### config.mk
export PLATFORM = sky130hd
export DESIGN_NAME = ethernet_vlan_header_parser_flat
export DESIGN_NICKNAME = d
export VERILOG_FILES = /design/src/sv/evhp_pkg.sv /design/src/sv/evhp_if.sv /design/src/sv/ethernet_vlan_header_parser.sv /design/src/sv/evhp_tag_walker.sv /design/src/flat_wrapper.sv
export SDC_FILE = /design/constraint.sdc
export NUM_CORES = 1
export LEC_CHECK = 0
export ABC_AREA = 1
export BUFFER_PORTS_ARGS = -buffer_cell sky130_fd_sc_hd__buf_2
export CAP_MARGIN = 20
export CORE_ASPECT_RATIO = 1.75
export CORE_MARGIN = 1.5
export CORE_UTILIZATION = 45
export CTS_CLUSTER_SIZE = 10
export DETAILED_ROUTE_END_ITERATION = 7
export GPL_TIMING_DRIVEN = 0
export PLACE_DENSITY = 0.84
export SYNTH_ARGS = -nofsm -noshare
export SYNTH_HDL_FRONTEND = slang
export SYNTH_SLANG_ARGS = --single-unit
### constraint.sdc
create_clock -name clock -period 2.85 [get_ports clock]
set_input_delay 0.57 -clock clock [delete_from_list [all_inputs] [get_ports clock]]
set_output_delay 0.57 -clock clock [all_outputs]
set_load 0.01 [all_outputs]
### src/sv/evhp_pkg.sv
`timescale 1ns / 1ps
`default_nettype none

package evhp_pkg;

   localparam int MAX_VLAN_TAGS  = 2;
   localparam int ETH_HDR_LEN    = 14;
   localparam int TAG_LEN        = 4;
   localparam int OFFSET_SAT     = ETH_HDR_LEN + TAG_LEN * MAX_VLAN_TAGS;
   localparam int OFFSET_WIDTH   = 5;
   localparam int TAG_CNT_WIDTH  = 2;
   localparam int VID_WIDTH      = 12;
   localparam int TYPE_WIDTH     = 16;
   localparam int HDR_LEN_WIDTH  = 5;

   localparam logic [TYPE_WIDTH-1:0] TPID_CTAG = 16'h8100;
   localparam logic [TYPE_WIDTH-1:0] TPID_STAG = 16'h88a8;

   localparam logic [TAG_CNT_WIDTH-1:0] DEPTH_LIMIT_RESET = 2'd2;

   localparam int CSR_ADDR_WIDTH = 3;
   localparam int CSR_DATA_WIDTH = 32;
   localparam logic REG_VLAN_DEPTH_LIMIT = 1'b0;

   localparam logic [1:0] TAG_POS_TCI_HI  = 2'd0;
   localparam logic [1:0] TAG_POS_TCI_LO  = 2'd1;
   localparam logic [1:0] TAG_POS_TYPE_HI = 2'd2;
   localparam logic [1:0] TAG_POS_TYPE_LO = 2'd3;

   localparam logic STATUS_PARSED = 1'b0;
   localparam logic STATUS_SHORT  = 1'b1;

   typedef struct packed {
      logic                     status;
      logic [TYPE_WIDTH-1:0]    ethertype;
      logic [TAG_CNT_WIDTH-1:0] vlan_count;
      logic [VID_WIDTH-1:0]     outer_vlan_id;
      logic [VID_WIDTH-1:0]     inner_vlan_id;
      logic [HDR_LEN_WIDTH-1:0] header_length;
   } evhp_result_type;

endpackage

`default_nettype wire

### src/sv/evhp_if.sv
`timescale 1ns / 1ps
`default_nettype none

interface evhp_req_if;
   logic       valid;
   logic       ready;
   logic [7:0] data_byte;
   logic       last_byte;

   modport source (output valid, output data_byte, output last_byte, input ready);
   modport sink (input valid, input data_byte, input last_byte, output ready);
endinterface

interface evhp_rsp_if;
   logic        valid;
   logic        ready;
   logic        status;
   logic [15:0] ethertype;
   logic [1:0]  vlan_count;
   logic [11:0] outer_vlan_id;
   logic [11:0] inner_vlan_id;
   logic [4:0]  header_length;

   modport source (output valid, output status, output ethertype, output vlan_count,
                   output outer_vlan_id, output inner_vlan_id, output header_length,
                   input ready);
   modport sink (input valid, input status, input ethertype, input vlan_count,
                 input outer_vlan_id, input inner_vlan_id, input header_length,
                 output ready);
endinterface

`default_nettype wire

### src/sv/ethernet_vlan_header_parser.sv
`timescale 1ns / 1ps
`default_nettype none

// Parses the Ethernet header of a frame that arrives one byte per beat, skipping up to two
// 802.1Q or 802.1ad tags (limited by the vlan_depth_limit register at byte address 0), and
// delivers one result beat per frame after its last byte. A byte is taken every cycle; the
// result sits in the output register from the cycle after the last byte is taken, and
// input only stalls while that register holds a result that the sink has not yet taken.
module ethernet_vlan_header_parser (
   input  wire logic                                clock,
   input  wire logic                                reset,
   evhp_req_if.sink                                 req_bus,
   evhp_rsp_if.source                               rsp_bus,
   input  wire logic                                csr_psel,
   input  wire logic                                csr_penable,
   input  wire logic                                csr_pwrite,
   input  wire logic [evhp_pkg::CSR_ADDR_WIDTH-1:0] csr_paddr,
   input  wire logic [evhp_pkg::CSR_DATA_WIDTH-1:0] csr_pwdata,
   output      logic [evhp_pkg::CSR_DATA_WIDTH-1:0] csr_prdata,
   output      logic                                csr_pready
);
   import evhp_pkg::*;

   logic [TAG_CNT_WIDTH-1:0] depth_limit_ff;
   logic                     rsp_valid_ff, rsp_valid_in;
   evhp_result_type          rsp_ff;
   evhp_result_type          result;
   logic                     take;
   logic                     csr_hit;

   assign csr_pready = 1'b1;
   assign csr_hit = csr_paddr[2] == REG_VLAN_DEPTH_LIMIT;
   assign csr_prdata = csr_hit ?
                       {{(CSR_DATA_WIDTH - TAG_CNT_WIDTH){1'b0}}, depth_limit_ff} : '0;

   always_ff @(posedge clock) begin
      if (reset) begin
         depth_limit_ff <= DEPTH_LIMIT_RESET;
      end else if (csr_psel && csr_penable && csr_pwrite && csr_pready && csr_hit) begin
         depth_limit_ff <= csr_pwdata[TAG_CNT_WIDTH-1:0];
      end
   end

   assign req_bus.ready = !rsp_valid_ff || rsp_bus.ready;
   assign take = req_bus.valid && req_bus.ready;

   evhp_tag_walker u_walker (
      .clock       (clock),
      .reset       (reset),
      .take        (take),
      .data_byte   (req_bus.data_byte),
      .last_byte   (req_bus.last_byte),
      .depth_limit (depth_limit_ff),
      .result      (result)
   );

   always_comb begin
      rsp_valid_in = rsp_valid_ff;
      if (take && req_bus.last_byte) begin
         rsp_valid_in = 1'b1;
      end else if (rsp_bus.ready) begin
         rsp_valid_in = 1'b0;
      end
   end

   always_ff @(posedge clock) begin
      if (reset) begin
         rsp_valid_ff <= 1'b0;
      end else begin
         rsp_valid_ff <= rsp_valid_in;
      end
   end

   always_ff @(posedge clock) begin
      if (take && req_bus.last_byte) begin
         rsp_ff <= result;
      end
   end

   assign rsp_bus.valid = rsp_valid_ff;
   assign rsp_bus.status = rsp_ff.status;
   assign rsp_bus.ethertype = rsp_ff.ethertype;
   assign rsp_bus.vlan_count = rsp_ff.vlan_count;
   assign rsp_bus.outer_vlan_id = rsp_ff.outer_vlan_id;
   assign rsp_bus.inner_vlan_id = rsp_ff.inner_vlan_id;
   assign rsp_bus.header_length = rsp_ff.header_length;

endmodule

`default_nettype wire

### src/sv/evhp_tag_walker.sv
`timescale 1ns / 1ps
`default_nettype none

module evhp_tag_walker (
   input  wire logic                              clock,
   input  wire logic                              reset,
   input  wire logic                              take,
   input  wire logic [7:0]                        data_byte,
   input  wire logic                              last_byte,
   input  wire logic [evhp_pkg::TAG_CNT_WIDTH-1:0] depth_limit,
   output evhp_pkg::evhp_result_type              result
);
   import evhp_pkg::*;

   logic [OFFSET_WIDTH-1:0]  offset_ff, offset_in;
   logic [7:0]               held_ff, held_in;
   logic [TYPE_WIDTH-1:0]    type_ff, type_in;
   logic [TAG_CNT_WIDTH-1:0] tags_ff, tags_in;
   logic [VID_WIDTH-1:0]     vid0_ff, vid0_in;
   logic [VID_WIDTH-1:0]     vid1_ff, vid1_in;

   logic [TAG_CNT_WIDTH-1:0] limit;
   logic [OFFSET_WIDTH-1:0]  rel;
   logic [2:0]               tag_idx;
   logic [1:0]               tag_pos;
   logic                     in_tag;
   logic                     take_tag;
   logic                     type_is_vlan;
   logic                     short_frame;

   always_comb begin
      limit = (depth_limit > TAG_CNT_WIDTH'(MAX_VLAN_TAGS)) ?
              TAG_CNT_WIDTH'(MAX_VLAN_TAGS) : depth_limit;
      rel = offset_ff - OFFSET_WIDTH'(ETH_HDR_LEN);
      tag_idx = rel[4:2];
      tag_pos = rel[1:0];
      in_tag = (offset_ff >= OFFSET_WIDTH'(ETH_HDR_LEN)) &&
               (offset_ff < OFFSET_WIDTH'(OFFSET_SAT));
      type_is_vlan = (type_ff == TPID_CTAG) || (type_ff == TPID_STAG);
      take_tag = in_tag && (tag_idx < {1'b0, limit}) && (tag_idx == {1'b0, tags_ff}) &&
                 type_is_vlan;

      held_in = held_ff;
      type_in = type_ff;
      tags_in = tags_ff;
      vid0_in = vid0_ff;
      vid1_in = vid1_ff;

      if (offset_ff == OFFSET_WIDTH'(ETH_HDR_LEN - 2)) begin
         held_in = data_byte;
      end else if (offset_ff == OFFSET_WIDTH'(ETH_HDR_LEN - 1)) begin
         type_in = {held_ff, data_byte};
      end else if (take_tag) begin
         case (tag_pos)
            TAG_POS_TCI_HI, TAG_POS_TYPE_HI: begin
               held_in = data_byte;
            end
            TAG_POS_TCI_LO: begin
               if (tag_idx[0]) begin
                  vid1_in = {held_ff[3:0], data_byte};
               end else begin
                  vid0_in = {held_ff[3:0], data_byte};
               end
            end
            TAG_POS_TYPE_LO: begin
               type_in = {held_ff, data_byte};
               tags_in = tags_ff + 1'b1;
            end
            default: begin
               held_in = held_ff;
            end
         endcase
      end

      offset_in = (offset_ff < OFFSET_WIDTH'(OFFSET_SAT)) ? offset_ff + 1'b1 : offset_ff;

      short_frame = offset_ff < OFFSET_WIDTH'(ETH_HDR_LEN - 1);
      if (short_frame) begin
         result = '0;
         result.status = STATUS_SHORT;
      end else begin
         result.status = STATUS_PARSED;
         result.ethertype = type_in;
         result.vlan_count = tags_in;
         result.outer_vlan_id = (tags_in >= 2'd1) ? vid0_in : '0;
         result.inner_vlan_id = (tags_in >= 2'd2) ? vid1_in : '0;
         result.header_length = HDR_LEN_WIDTH'(ETH_HDR_LEN) + {1'b0, tags_in, 2'b00};
      end
   end

   always_ff @(posedge clock) begin
      if (reset || (take && last_byte)) begin
         offset_ff <= '0;
         held_ff <= '0;
         type_ff <= '0;
         tags_ff <= '0;
         vid0_ff <= '0;
         vid1_ff <= '0;
      end else if (take) begin
         offset_ff <= offset_in;
         held_ff <= held_in;
         type_ff <= type_in;
         tags_ff <= tags_in;
         vid0_ff <= vid0_in;
         vid1_ff <= vid1_in;
      end
   end

endmodule

`default_nettype wire
### src/flat_wrapper.sv
// flat-port wrapper written by rule: the top's interface ports become plain ports
module ethernet_vlan_header_parser_flat import evhp_pkg::*;
  (clock, reset, csr_psel, csr_penable, csr_pwrite, csr_paddr, csr_pwdata, csr_prdata, csr_pready, req_bus_valid, req_bus_data_byte, req_bus_last_byte, req_bus_ready, rsp_bus_valid, rsp_bus_status, rsp_bus_ethertype, rsp_bus_vlan_count, rsp_bus_outer_vlan_id, rsp_bus_inner_vlan_id, rsp_bus_header_length, rsp_bus_ready);
  evhp_req_if req_bus_i ();
  evhp_rsp_if rsp_bus_i ();
  input  wire logic clock;
  input  wire logic reset;
  input  wire logic csr_psel;
  input  wire logic csr_penable;
  input  wire logic csr_pwrite;
  input  wire logic [evhp_pkg::CSR_ADDR_WIDTH-1:0] csr_paddr;
  input  wire logic [evhp_pkg::CSR_DATA_WIDTH-1:0] csr_pwdata;
  output      logic [evhp_pkg::CSR_DATA_WIDTH-1:0] csr_prdata;
  output      logic csr_pready;
  input wire logic [$bits(req_bus_i.valid)-1:0] req_bus_valid;
  input wire logic [$bits(req_bus_i.data_byte)-1:0] req_bus_data_byte;
  input wire logic [$bits(req_bus_i.last_byte)-1:0] req_bus_last_byte;
  output wire logic [$bits(req_bus_i.ready)-1:0] req_bus_ready;
  output wire logic [$bits(rsp_bus_i.valid)-1:0] rsp_bus_valid;
  output wire logic [$bits(rsp_bus_i.status)-1:0] rsp_bus_status;
  output wire logic [$bits(rsp_bus_i.ethertype)-1:0] rsp_bus_ethertype;
  output wire logic [$bits(rsp_bus_i.vlan_count)-1:0] rsp_bus_vlan_count;
  output wire logic [$bits(rsp_bus_i.outer_vlan_id)-1:0] rsp_bus_outer_vlan_id;
  output wire logic [$bits(rsp_bus_i.inner_vlan_id)-1:0] rsp_bus_inner_vlan_id;
  output wire logic [$bits(rsp_bus_i.header_length)-1:0] rsp_bus_header_length;
  input wire logic [$bits(rsp_bus_i.ready)-1:0] rsp_bus_ready;
  assign req_bus_i.valid = req_bus_valid;
  assign req_bus_i.data_byte = req_bus_data_byte;
  assign req_bus_i.last_byte = req_bus_last_byte;
  assign req_bus_ready = req_bus_i.ready;
  assign rsp_bus_valid = rsp_bus_i.valid;
  assign rsp_bus_status = rsp_bus_i.status;
  assign rsp_bus_ethertype = rsp_bus_i.ethertype;
  assign rsp_bus_vlan_count = rsp_bus_i.vlan_count;
  assign rsp_bus_outer_vlan_id = rsp_bus_i.outer_vlan_id;
  assign rsp_bus_inner_vlan_id = rsp_bus_i.inner_vlan_id;
  assign rsp_bus_header_length = rsp_bus_i.header_length;
  assign rsp_bus_i.ready = rsp_bus_ready;
  ethernet_vlan_header_parser u_core (.clock(clock), .reset(reset), .req_bus(req_bus_i), .rsp_bus(rsp_bus_i), .csr_psel(csr_psel), .csr_penable(csr_penable), .csr_pwrite(csr_pwrite), .csr_paddr(csr_paddr), .csr_pwdata(csr_pwdata), .csr_prdata(csr_prdata), .csr_pready(csr_pready));
endmodule
==> reports/qor.tcl, run 1 <==
set qor(final-max-slew-violation-count) 0
set qor(die_area_um2) 12400
set qor(hold-worst-slack_ns) 0.439
set qor(final-seq-area_um2) 2580
set qor(clock_tree.buffer_depth) 2
set qor(drt_pass1_iterations) 8
set qor(finish.instance_area_um2) 6480
set qor(drc_errors) 11
set qor(ys_dominant_reg_cell) {dfxtp_1}
set qor(post_route_cells_drive_above_1_share) 0.252
set qor(worst-endpoint-arrival_ns) 2.87
set qor(worst_setup_path_end_kind) {flip-flop}
set qor(irDropWorstVdd_mv) 0.293
set qor(clk_latency_ns) 0.35
set qor(fin_skew_ns) 0.00553
set qor(placement.io_buffers) 69
set qor(die_x_um) 84.8
set qor(fp-row-count) 52
set qor(slew_headroom) 0.582
set qor(antenna_violations_before_repair) 0
set qor(syn_inst) 657
set qor(combinational_family_with_the_most_area_after_synthesis) {simple AND/OR/NAND/NOR gates}
set qor(design.final.nets) 844
set qor(ys.warnings.count) 0
set qor(floorplan.io_pins) 134
set qor(routabilityCongestion) 0.938
set qor(global_route.usage.total) 0.216
set qor(globalRoute.totalOverflow) 0
set qor(post-place-ws_ns) -0.455
set qor(required_ns) 2.96
set qor(ys_types) 29
set qor(start_util) 0.458
set qor(cts_root_buf) {clkbuf_16}
set qor(final_cell_mix) {nand2_1, inv_1, buf_2, a21oi_1, nor2_1}
set qor(cap_viol_max_count) 0
set qor(cts_inserted_buffers) 9
set qor(static-leakage-power_nw) 2.99
set qor(worstReg2RegStart) {u_core.u_walker.offset_ff[1]$_SDFFE_PP0P_}
set qor(clkSinkCount) 105
set qor(timing.setup.tns_ns) 0
set qor(synth_largest_area_cell) {edfxtp_1}
set qor(setup-violations-final) 0
set qor(violations) {design-rule violations}
set qor(die_height_um) 146
set qor(number_of_global_route_vias_before_repair) 4439
set qor(synth_top_area_frac) 0.268
set qor(finalCoreUtilization) 0.562
set qor(cts.htree.levels) 3
set qor(antennaDiodeCount) 0
set qor(run_status) {complete, but fails checks}
set qor(place_area_um2) 5920
set qor(place_inst) 892
set qor(detail_route.iter0.violations) 399
set qor(grt_start_max_net_pins) 45
set qor(ys_ff_latch) 105
set qor(timing.setup.critical_path_class) {reg -> reg}
set qor(clk_pin_slew_worst_paths_ns) 0.07
set qor(core-area_um2) 11500
set qor(yosys.area_share.adder) 0.0213
set qor(power_per_cell_area_nw_per_um2) 525
set qor(synth_area_in_compound_gates) 0.107
set qor(layout.filler_cells) 998
set qor(area_of_the_mapped_netlist_um2) 5280
set qor(non_filler_cells_in_the_finished_layout) 924
set qor(worst_setup_path_startpoint) {u_core.u_walker.offset_ff[1]$_SDFFE_PP0P_}
set qor(fmax_ghz) 0.362
set qor(detail-route-antenna-nets) 0
set qor(worst-r2r-setup-slack_ns) 0.09
set qor(worstRegToRegCells) 18
set qor(setup.worst_path.start_class) {flip-flop}
set qor(crit_path_max_fanout) 6
set qor(synth_simple_gate_area_share) 0.243
set qor(yosys.area_share.xor_xnor) 0
set qor(synth_sequential_area_ratio) 0.488
set qor(post-route-min-period_ns) 2.76
set qor(cts_tree) {yes}
set qor(post_synth_main_area_contributors) {edfxtp_1, dfxtp_1, nand2_1}
set qor(worstHoldPathType) {in -> reg}
set qor(route.final.wire_length_um) 13500
set qor(post_drt_via_cell_ratio) 5.20
set qor(layout.cells.most_common) {nand2_1}
set qor(place.detailed.hpwl_um) 9660
set qor(design_power_total_mw) 3.40
set qor(finalCritPeriodShare) 0.969
set qor(end_point_of_the_critical_path) {u_core.rsp_bus.outer_vlan_id[9]$_SDFFCE_PP0P_}
set qor(hold_viol) 0
set qor(layout-area-overhead-vs-synth_pct) 22.8
set qor(layout_setup_ws_ns) 0.0896
set qor(synthesis.area_per_instance_um2) 8.03
set qor(postSynth.asyncResetShare) 0
set qor(grt_pass1_wl_um) 21000
set qor(mux_contribution_to_synthesized_area) 0
set qor(capturing_point_of_the_worst_reg2reg_path) {u_core.rsp_bus.outer_vlan_id[9]$_SDFFCE_PP0P_}
set qor(dr_total_vias) 4802
set qor(worst_slew_pin_slew_ns) 0.627
set qor(routed_wl_per_cell_um) 14.6
set qor(multi_input_area_um2) 2170
set qor(synth-edff-count) 47
how the worst min path moves through the flow:
stage | start | end | slack (ns) | cells past startpoint
floorplan | u_core.u_walker.held_ff[4]$_SDFFE_PP0P_ | u_core.u_walker.held_ff[4]$_SDFFE_PP0P_ | 0.45 | 2
global placement | u_core.u_walker.held_ff[4]$_SDFFE_PP0P_ | u_core.u_walker.held_ff[4]$_SDFFE_PP0P_ | 0.47 | 2
detailed placement | u_core.u_walker.held_ff[7]$_SDFFE_PP0P_ | u_core.u_walker.held_ff[7]$_SDFFE_PP0P_ | 0.48 | 2
CTS | csr_pwdata[1] | u_core.depth_limit_ff[1]$_SDFFE_PP1P_ | 0.45 | 3
global route | csr_pwdata[1] | u_core.depth_limit_ff[1]$_SDFFE_PP1P_ | 0.46 | 3
finish | csr_pwdata[1] | u_core.depth_limit_ff[1]$_SDFFE_PP1P_ | 0.44 | 3
logic make-up (layout without fill, tap and decap cells):
| family | count (synthesis) | count (layout) |
|---|---|---|
| flip-flops | 105 | 105 |
| AO/OA/AOI/OAI | 111 | 111 |
| other | 2 | 32 |
| adder cells (fa/ha/maj) | 9 | 9 |
| AND/OR/NAND/NOR | 281 | 281 |
| buffers and inverters | 149 | 251 |
power breakdown:
group	internal, mW	switching, mW	total, mW
clock	0.798	0.558	1.36
combinational	0.139	0.245	0.384
sequential	1.63	0.0338	1.66
total	2.57	0.836	3.40
final cells by class:
cell class / instances / share of cell area
Sequential cell: 105 / 0.399
Multi-Input combinational cell: 433 / 0.335
Timing Repair Buffer: 86 / 0.0750
Buffer: 60 / 0.0636
Inverter: 89 / 0.0520
Clock buffer: 12 / 0.0381
Tap cell: 135 / 0.0261
Clock inverter: 4 / 0.0118
cell usage after synthesis, types with 2 or more instances:
master	instances
a21oi_1	65
buf_2	6
buf_4	33
buf_6	6
clkbuf_1	15
conb_1	2
dfxtp_1	58
edfxtp_1	47
ha_1	9
inv_1	84
inv_2	5
nand2_1	119
nand2_2	8
nand2_4	2
nand3_1	53
nand3_2	3
nand4_1	17
nor2_1	63
nor2_2	9
nor3_1	3
o211ai_1	2
o21ai_0	30
o21ai_1	12
timing repair:
item	in CTS	in global routing
setup buffers	10	6
pin swaps	5	10
hold buffers	0	0
setup endpoints to repair	13	13
gates cloned	1	0
resized for setup	14	19
critical path: stages (launching register included):
cell	delay [ns]
dfxtp_4	0.37
buf_4	0.11
inv_1	0.09
ha_4	0.30
inv_1	0.06
nand2_1	0.06
nand2_1	0.08
nor2_2	0.14
nand4_4	0.12
nor2_8	0.15
buf_4	0.15
nand3_1	0.10
nand2_2	0.12
nand2_2	0.08
inv_1	0.07
ha_1	0.14
or2_4	0.14
clkbuf_4	0.17
nor2_1	0.05
routing by layer:
layer  global-route usage  part of all wire
met3               0.0266             0.061
met2                0.399              0.53
met5                    0                 0
met1                0.220              0.35
met4                0.150             0.061
state kept, by name, indices dropped and copies added (netlist names):
register                      flops
u_core.u_walker.held_ff           8
u_core.rsp_bus.valid              1
u_core.u_walker.type_ff          16
u_core.rsp_bus.header_length      4
u_core.u_walker.tags_ff           2
u_core.rsp_bus.ethertype         16
u_core.u_walker.offset_ff         5
u_core.depth_limit_ff             2
u_core.rsp_bus.inner_vlan_id     12
u_core.u_walker.vid1_ff          12
u_core.u_walker.vid0_ff          12
u_core.rsp_bus.outer_vlan_id     12
u_core.rsp_bus.vlan_count         2
u_core.rsp_bus.status             1
(Power assumes the default switching activity.)
==> run 2: changes to the inputs <==
- CELL_PAD_IN_SITES_DETAIL_PLACEMENT: unset -> 0
- CELL_PAD_IN_SITES_GLOBAL_PLACEMENT: unset -> 2
- CORE_UTILIZATION: 45 -> 27
- PLACE_DENSITY: 0.84 -> 0.87
==> run 2 against run 1 <==
Against the previous run:
- the flow now finishes without violations
- utilization fell by 22 points
- sequential power is essentially flat
- clock power shrank 9.6%
- wire length is 10% higher
- non-clock buffer count shrank 7
- worst setup slack better by 0.053 ns
- worst hold slack got worse by 0.00081 ns
- flip-flop and latch count unchanged
- clock skew increased by 0.0058 ns
- largest cell class unchanged
==> reports/qor.tcl, run 2 (synthesis results as in run 1) <==
set qor(seq_power_share) 0.508 ;# was 0.489
set qor(placement.io_buffers) 69 ;# unchanged
set qor(required_ns) 3.06 ;# was 2.96 ns
set qor(final-seq-area_um2) 2580 ;# about the same
set qor(core-area_um2) 19100 ;# was 11500 um2
set qor(critical_path.max_stage_delay_ns) 0.36 ;# was 0.37 ns
set qor(routabilityCongestion) 0.823 ;# was 0.938
set qor(setup.worst_path.start_class) {flip-flop} ;# unchanged
set qor(floorplan.io_pins) 134 ;# unchanged
set qor(finalCritPeriodShare) 0.950 ;# was 0.969
set qor(number_of_global_route_vias_before_repair) 4276 ;# was 4439
set qor(cts_root_buf) {clkbuf_16} ;# unchanged
set qor(die_area_um2) 20400 ;# was 12400 um2
set qor(design.final.nets) 837 ;# was 844
set qor(fin_skew_ns) 0.0114 ;# was 0.00553 ns
set qor(place_inst) 998 ;# was 892
set qor(finalCoreUtilization) 0.340 ;# was 0.562
set qor(design_power_total_mw) 3.27 ;# was 3.40 mW
set qor(worst_setup_path_end_kind) {flip-flop} ;# unchanged
set qor(clock_tree.buffer_depth) 2 ;# unchanged
set qor(clk_pin_slew_worst_paths_ns) 0.07 ;# about the same
set qor(global_route.usage.total) 0.149 ;# was 0.216
set qor(antennaDiodeCount) 0 ;# unchanged
set qor(cts_tree) {yes} ;# unchanged
set qor(post-route-min-period_ns) 2.71 ;# was 2.76 ns
set qor(critical-path-top-delay-family) {simple AND/OR/NAND/NOR gates} ;# unchanged
set qor(timing.critical_path.slowest_stage_cell) {dfxtp_4} ;# unchanged
set qor(clk_latency_ns) 0.36 ;# was 0.35 ns
set qor(globalRoute.totalOverflow) 0 ;# unchanged
set qor(share_comb_of_total_power) 0.117 ;# was 0.113
set qor(detail_route.iter0.violations) 187 ;# was 399
set qor(power_per_cell_area_nw_per_um2) 503 ;# was 525 nW/um2
set qor(intPower_mw) 2.40 ;# was 2.57 mW
set qor(timing.setup.critical_path_class) {reg -> reg} ;# unchanged
set qor(total_switching_power_mw) 0.872 ;# was 0.836 mW
set qor(worst-endpoint-arrival_ns) 2.92 ;# was 2.87 ns
set qor(grt_start_max_net_pins) 27 ;# was 45
set qor(fmax_ghz) 0.369 ;# was 0.362 GHz
set qor(grt_pass1_wl_um) 22700 ;# was 21000 um
set qor(antenna_violations_before_repair) 0 ;# unchanged
set qor(net_switching_share_of_the_total_power) 0.267 ;# was 0.246
set qor(dr_total_vias) 4440 ;# was 4802
set qor(place.detailed.hpwl_um) 11500 ;# was 9660 um
set qor(multi_input_area_um2) 2130 ;# was 2170 um2
set qor(route.final.wire_length_um) 14800 ;# was 13500 um
set qor(drc_errors) 0 ;# was 11
set qor(slew_headroom) 0.602 ;# was 0.582
set qor(cts_hold_repair.buffers) 0 ;# unchanged
set qor(start_util) 0.276 ;# was 0.458
set qor(setup-violations-final) 0 ;# unchanged
set qor(rsz0062_at_grt) {false}
set qor(layout_setup_ws_ns) 0.142 ;# was 0.0896 ns
set qor(static-leakage-power_nw) 2.97 ;# was 2.99 nW
set qor(non_filler_cells_in_the_finished_layout) 1023 ;# was 924
set qor(critical_path_buf_inv_count) 5 ;# was 6
set qor(hold_viol) 0 ;# unchanged
set qor(cts_inserted_buffers) 9 ;# unchanged
set qor(final_cell_mix) {nand2_1, inv_1, buf_2, a21oi_1, nor2_1} ;# unchanged
set qor(post-place-ws_ns) -0.531 ;# was -0.455 ns
set qor(worstHoldPathType) {in -> reg} ;# unchanged
set qor(fp-row-count) 67 ;# was 52
set qor(die_x_um) 109 ;# was 84.8 um
set qor(run_status) {completed} ;# was complete, but fails checks
set qor(irDropWorstVdd_mv) 0.286 ;# was 0.293 mV
set qor(cts.htree.levels) 3 ;# unchanged
set qor(post_route_cells_drive_above_1_share) 0.240 ;# was 0.252
set qor(routed_wl_per_cell_um) 14.5 ;# was 14.6 um
set qor(timing.critical_path.cells) {ha_2, inv_1, nand2_2, nand2_2, inv_1, ha_1, inv_2, nand3_2, nor2_4, nand4_4, nor2_8, nand4_1, nand2_2, inv_1, ha_1, or2_4, clkbuf_16, nor2_1} ;# was buf_4, inv_1, ha_4, inv_1, nand2_1, nand2_1, nor2_2, nand4_4, nor2_8, buf_4, nand3_1, nand2_2, nand2_2, inv_1, ha_1, or2_4, clkbuf_4, nor2_1
set qor(final-max-slew-violation-count) 0 ;# unchanged
set qor(clkSinkCount) 105 ;# unchanged
set qor(proportion_of_power_drawn_by_the_clock_network) 0.375 ;# was 0.399
set qor(drt_pass1_iterations) 4 ;# was 8
set qor(worst_slew_pin_slew_ns) 0.598 ;# was 0.627 ns
set qor(post_drt_via_cell_ratio) 4.34 ;# was 5.20
set qor(detail-route-antenna-nets) 0 ;# unchanged
set qor(layout.filler_cells) 2039 ;# was 998
set qor(layout.cells.most_common) {nand2_1} ;# unchanged
set qor(cap_viol_max_count) 0 ;# unchanged
set qor(die_height_um) 188 ;# was 146 um
set qor(crit_path_max_fanout) 5 ;# was 6
set qor(layout-area-overhead-vs-synth_pct) 23.2 ;# was 22.8%
## run 2: cell types whose count changed in the layout (fill, tap and decap cells not counted), sizes merged
cell,previous run,this run
clkinvlp,1,0
clkinv,0,4
inv,90,91
clkbuf,28,25
buf,130,124
bufinv,2,0
## run 2: per-layer routing
| metal | global-route usage | share of wire |
|---|---|---|
| met1 | 0.149 | 0.37 |
| met2 | 0.295 | 0.57 |
| met3 | 0.0177 | 0.033 |
| met4 | 0.0653 | 0.023 |
| met5 | 0 | 0 |
## run 2: worst register-to-register path: stages, from the launching register on
cell and delay (ns):
dfxtp_4 0.36, ha_2 0.19, inv_1 0.06, nand2_2 0.06, nand2_2 0.06, inv_1 0.04
ha_1 0.19, inv_2 0.09, nand3_2 0.10, nor2_4 0.15, nand4_4 0.12, nor2_8 0.14
nand4_1 0.13, nand2_2 0.13, inv_1 0.05, ha_1 0.18, or2_4 0.26, clkbuf_16 0.17
nor2_1 0.10
## run 2: worst paths after layout
path,from,end,slack (ns),depth (start not counted)
worst max-delay path,u_core.u_walker.offset_ff[1]$_SDFFE_PP0P_,u_core.rsp_bus.outer_vlan_id[9]$_SDFFCE_PP0P_,0.14,18
worst min-delay path,csr_pwdata[1],u_core.depth_limit_ff[1]$_SDFFE_PP1P_,0.44,3
worst max register to register,u_core.u_walker.offset_ff[1]$_SDFFE_PP0P_,u_core.rsp_bus.outer_vlan_id[9]$_SDFFCE_PP0P_,0.14,18
worst min register to register,u_core.u_walker.held_ff[5]$_SDFFE_PP0P_,u_core.u_walker.held_ff[5]$_SDFFE_PP0P_,0.50,2
## run 2: through the flow
step | hold WS, ns | setup TNS, ns | area, um2
2_1_floorplan | 0.452 | 0 | 5390
3_3_place_gp | 0.476 | -26.80 | 6030
3_5_place_dp | 0.478 | -6.23 | 6050
4_1_cts | 0.432 | 0 | 6410
5_1_grt | 0.463 | 0 | 6500
6_report | 0.438 | 0 | 6500
## run 2: area by class of cell
type | count | share of cell area
repair buffers | 79 | 0.0693
multi-input cells | 433 | 0.328
well taps | 241 | 0.0464
flip-flops and latches | 105 | 0.397
plain buffers | 60 | 0.0637
inverters | 89 | 0.0514
clock inverters | 6 | 0.00789
clock buffers | 10 | 0.0368
## run 2: power groups by stage
stage	registers, mW	clock network (mW)	logic [mW]
3_3_place_gp	1.70	0	0.366
2_1_floorplan	1.70	0	0.246
4_1_cts	1.66	1.27	0.380
3_5_place_dp	1.70	0	0.372
5_1_grt	1.67	1.32	0.432
6_report	1.66	1.23	0.382
## run 2: repair_timing
action / CTS / global route
setup buffers: 5 / 3
pin swaps: 4 / 6
gates resized for setup: 11 / 14
hold endpoints to repair: 0 / 0
setup endpoints to repair: 24 / 15
gates cloned: 0 / 1
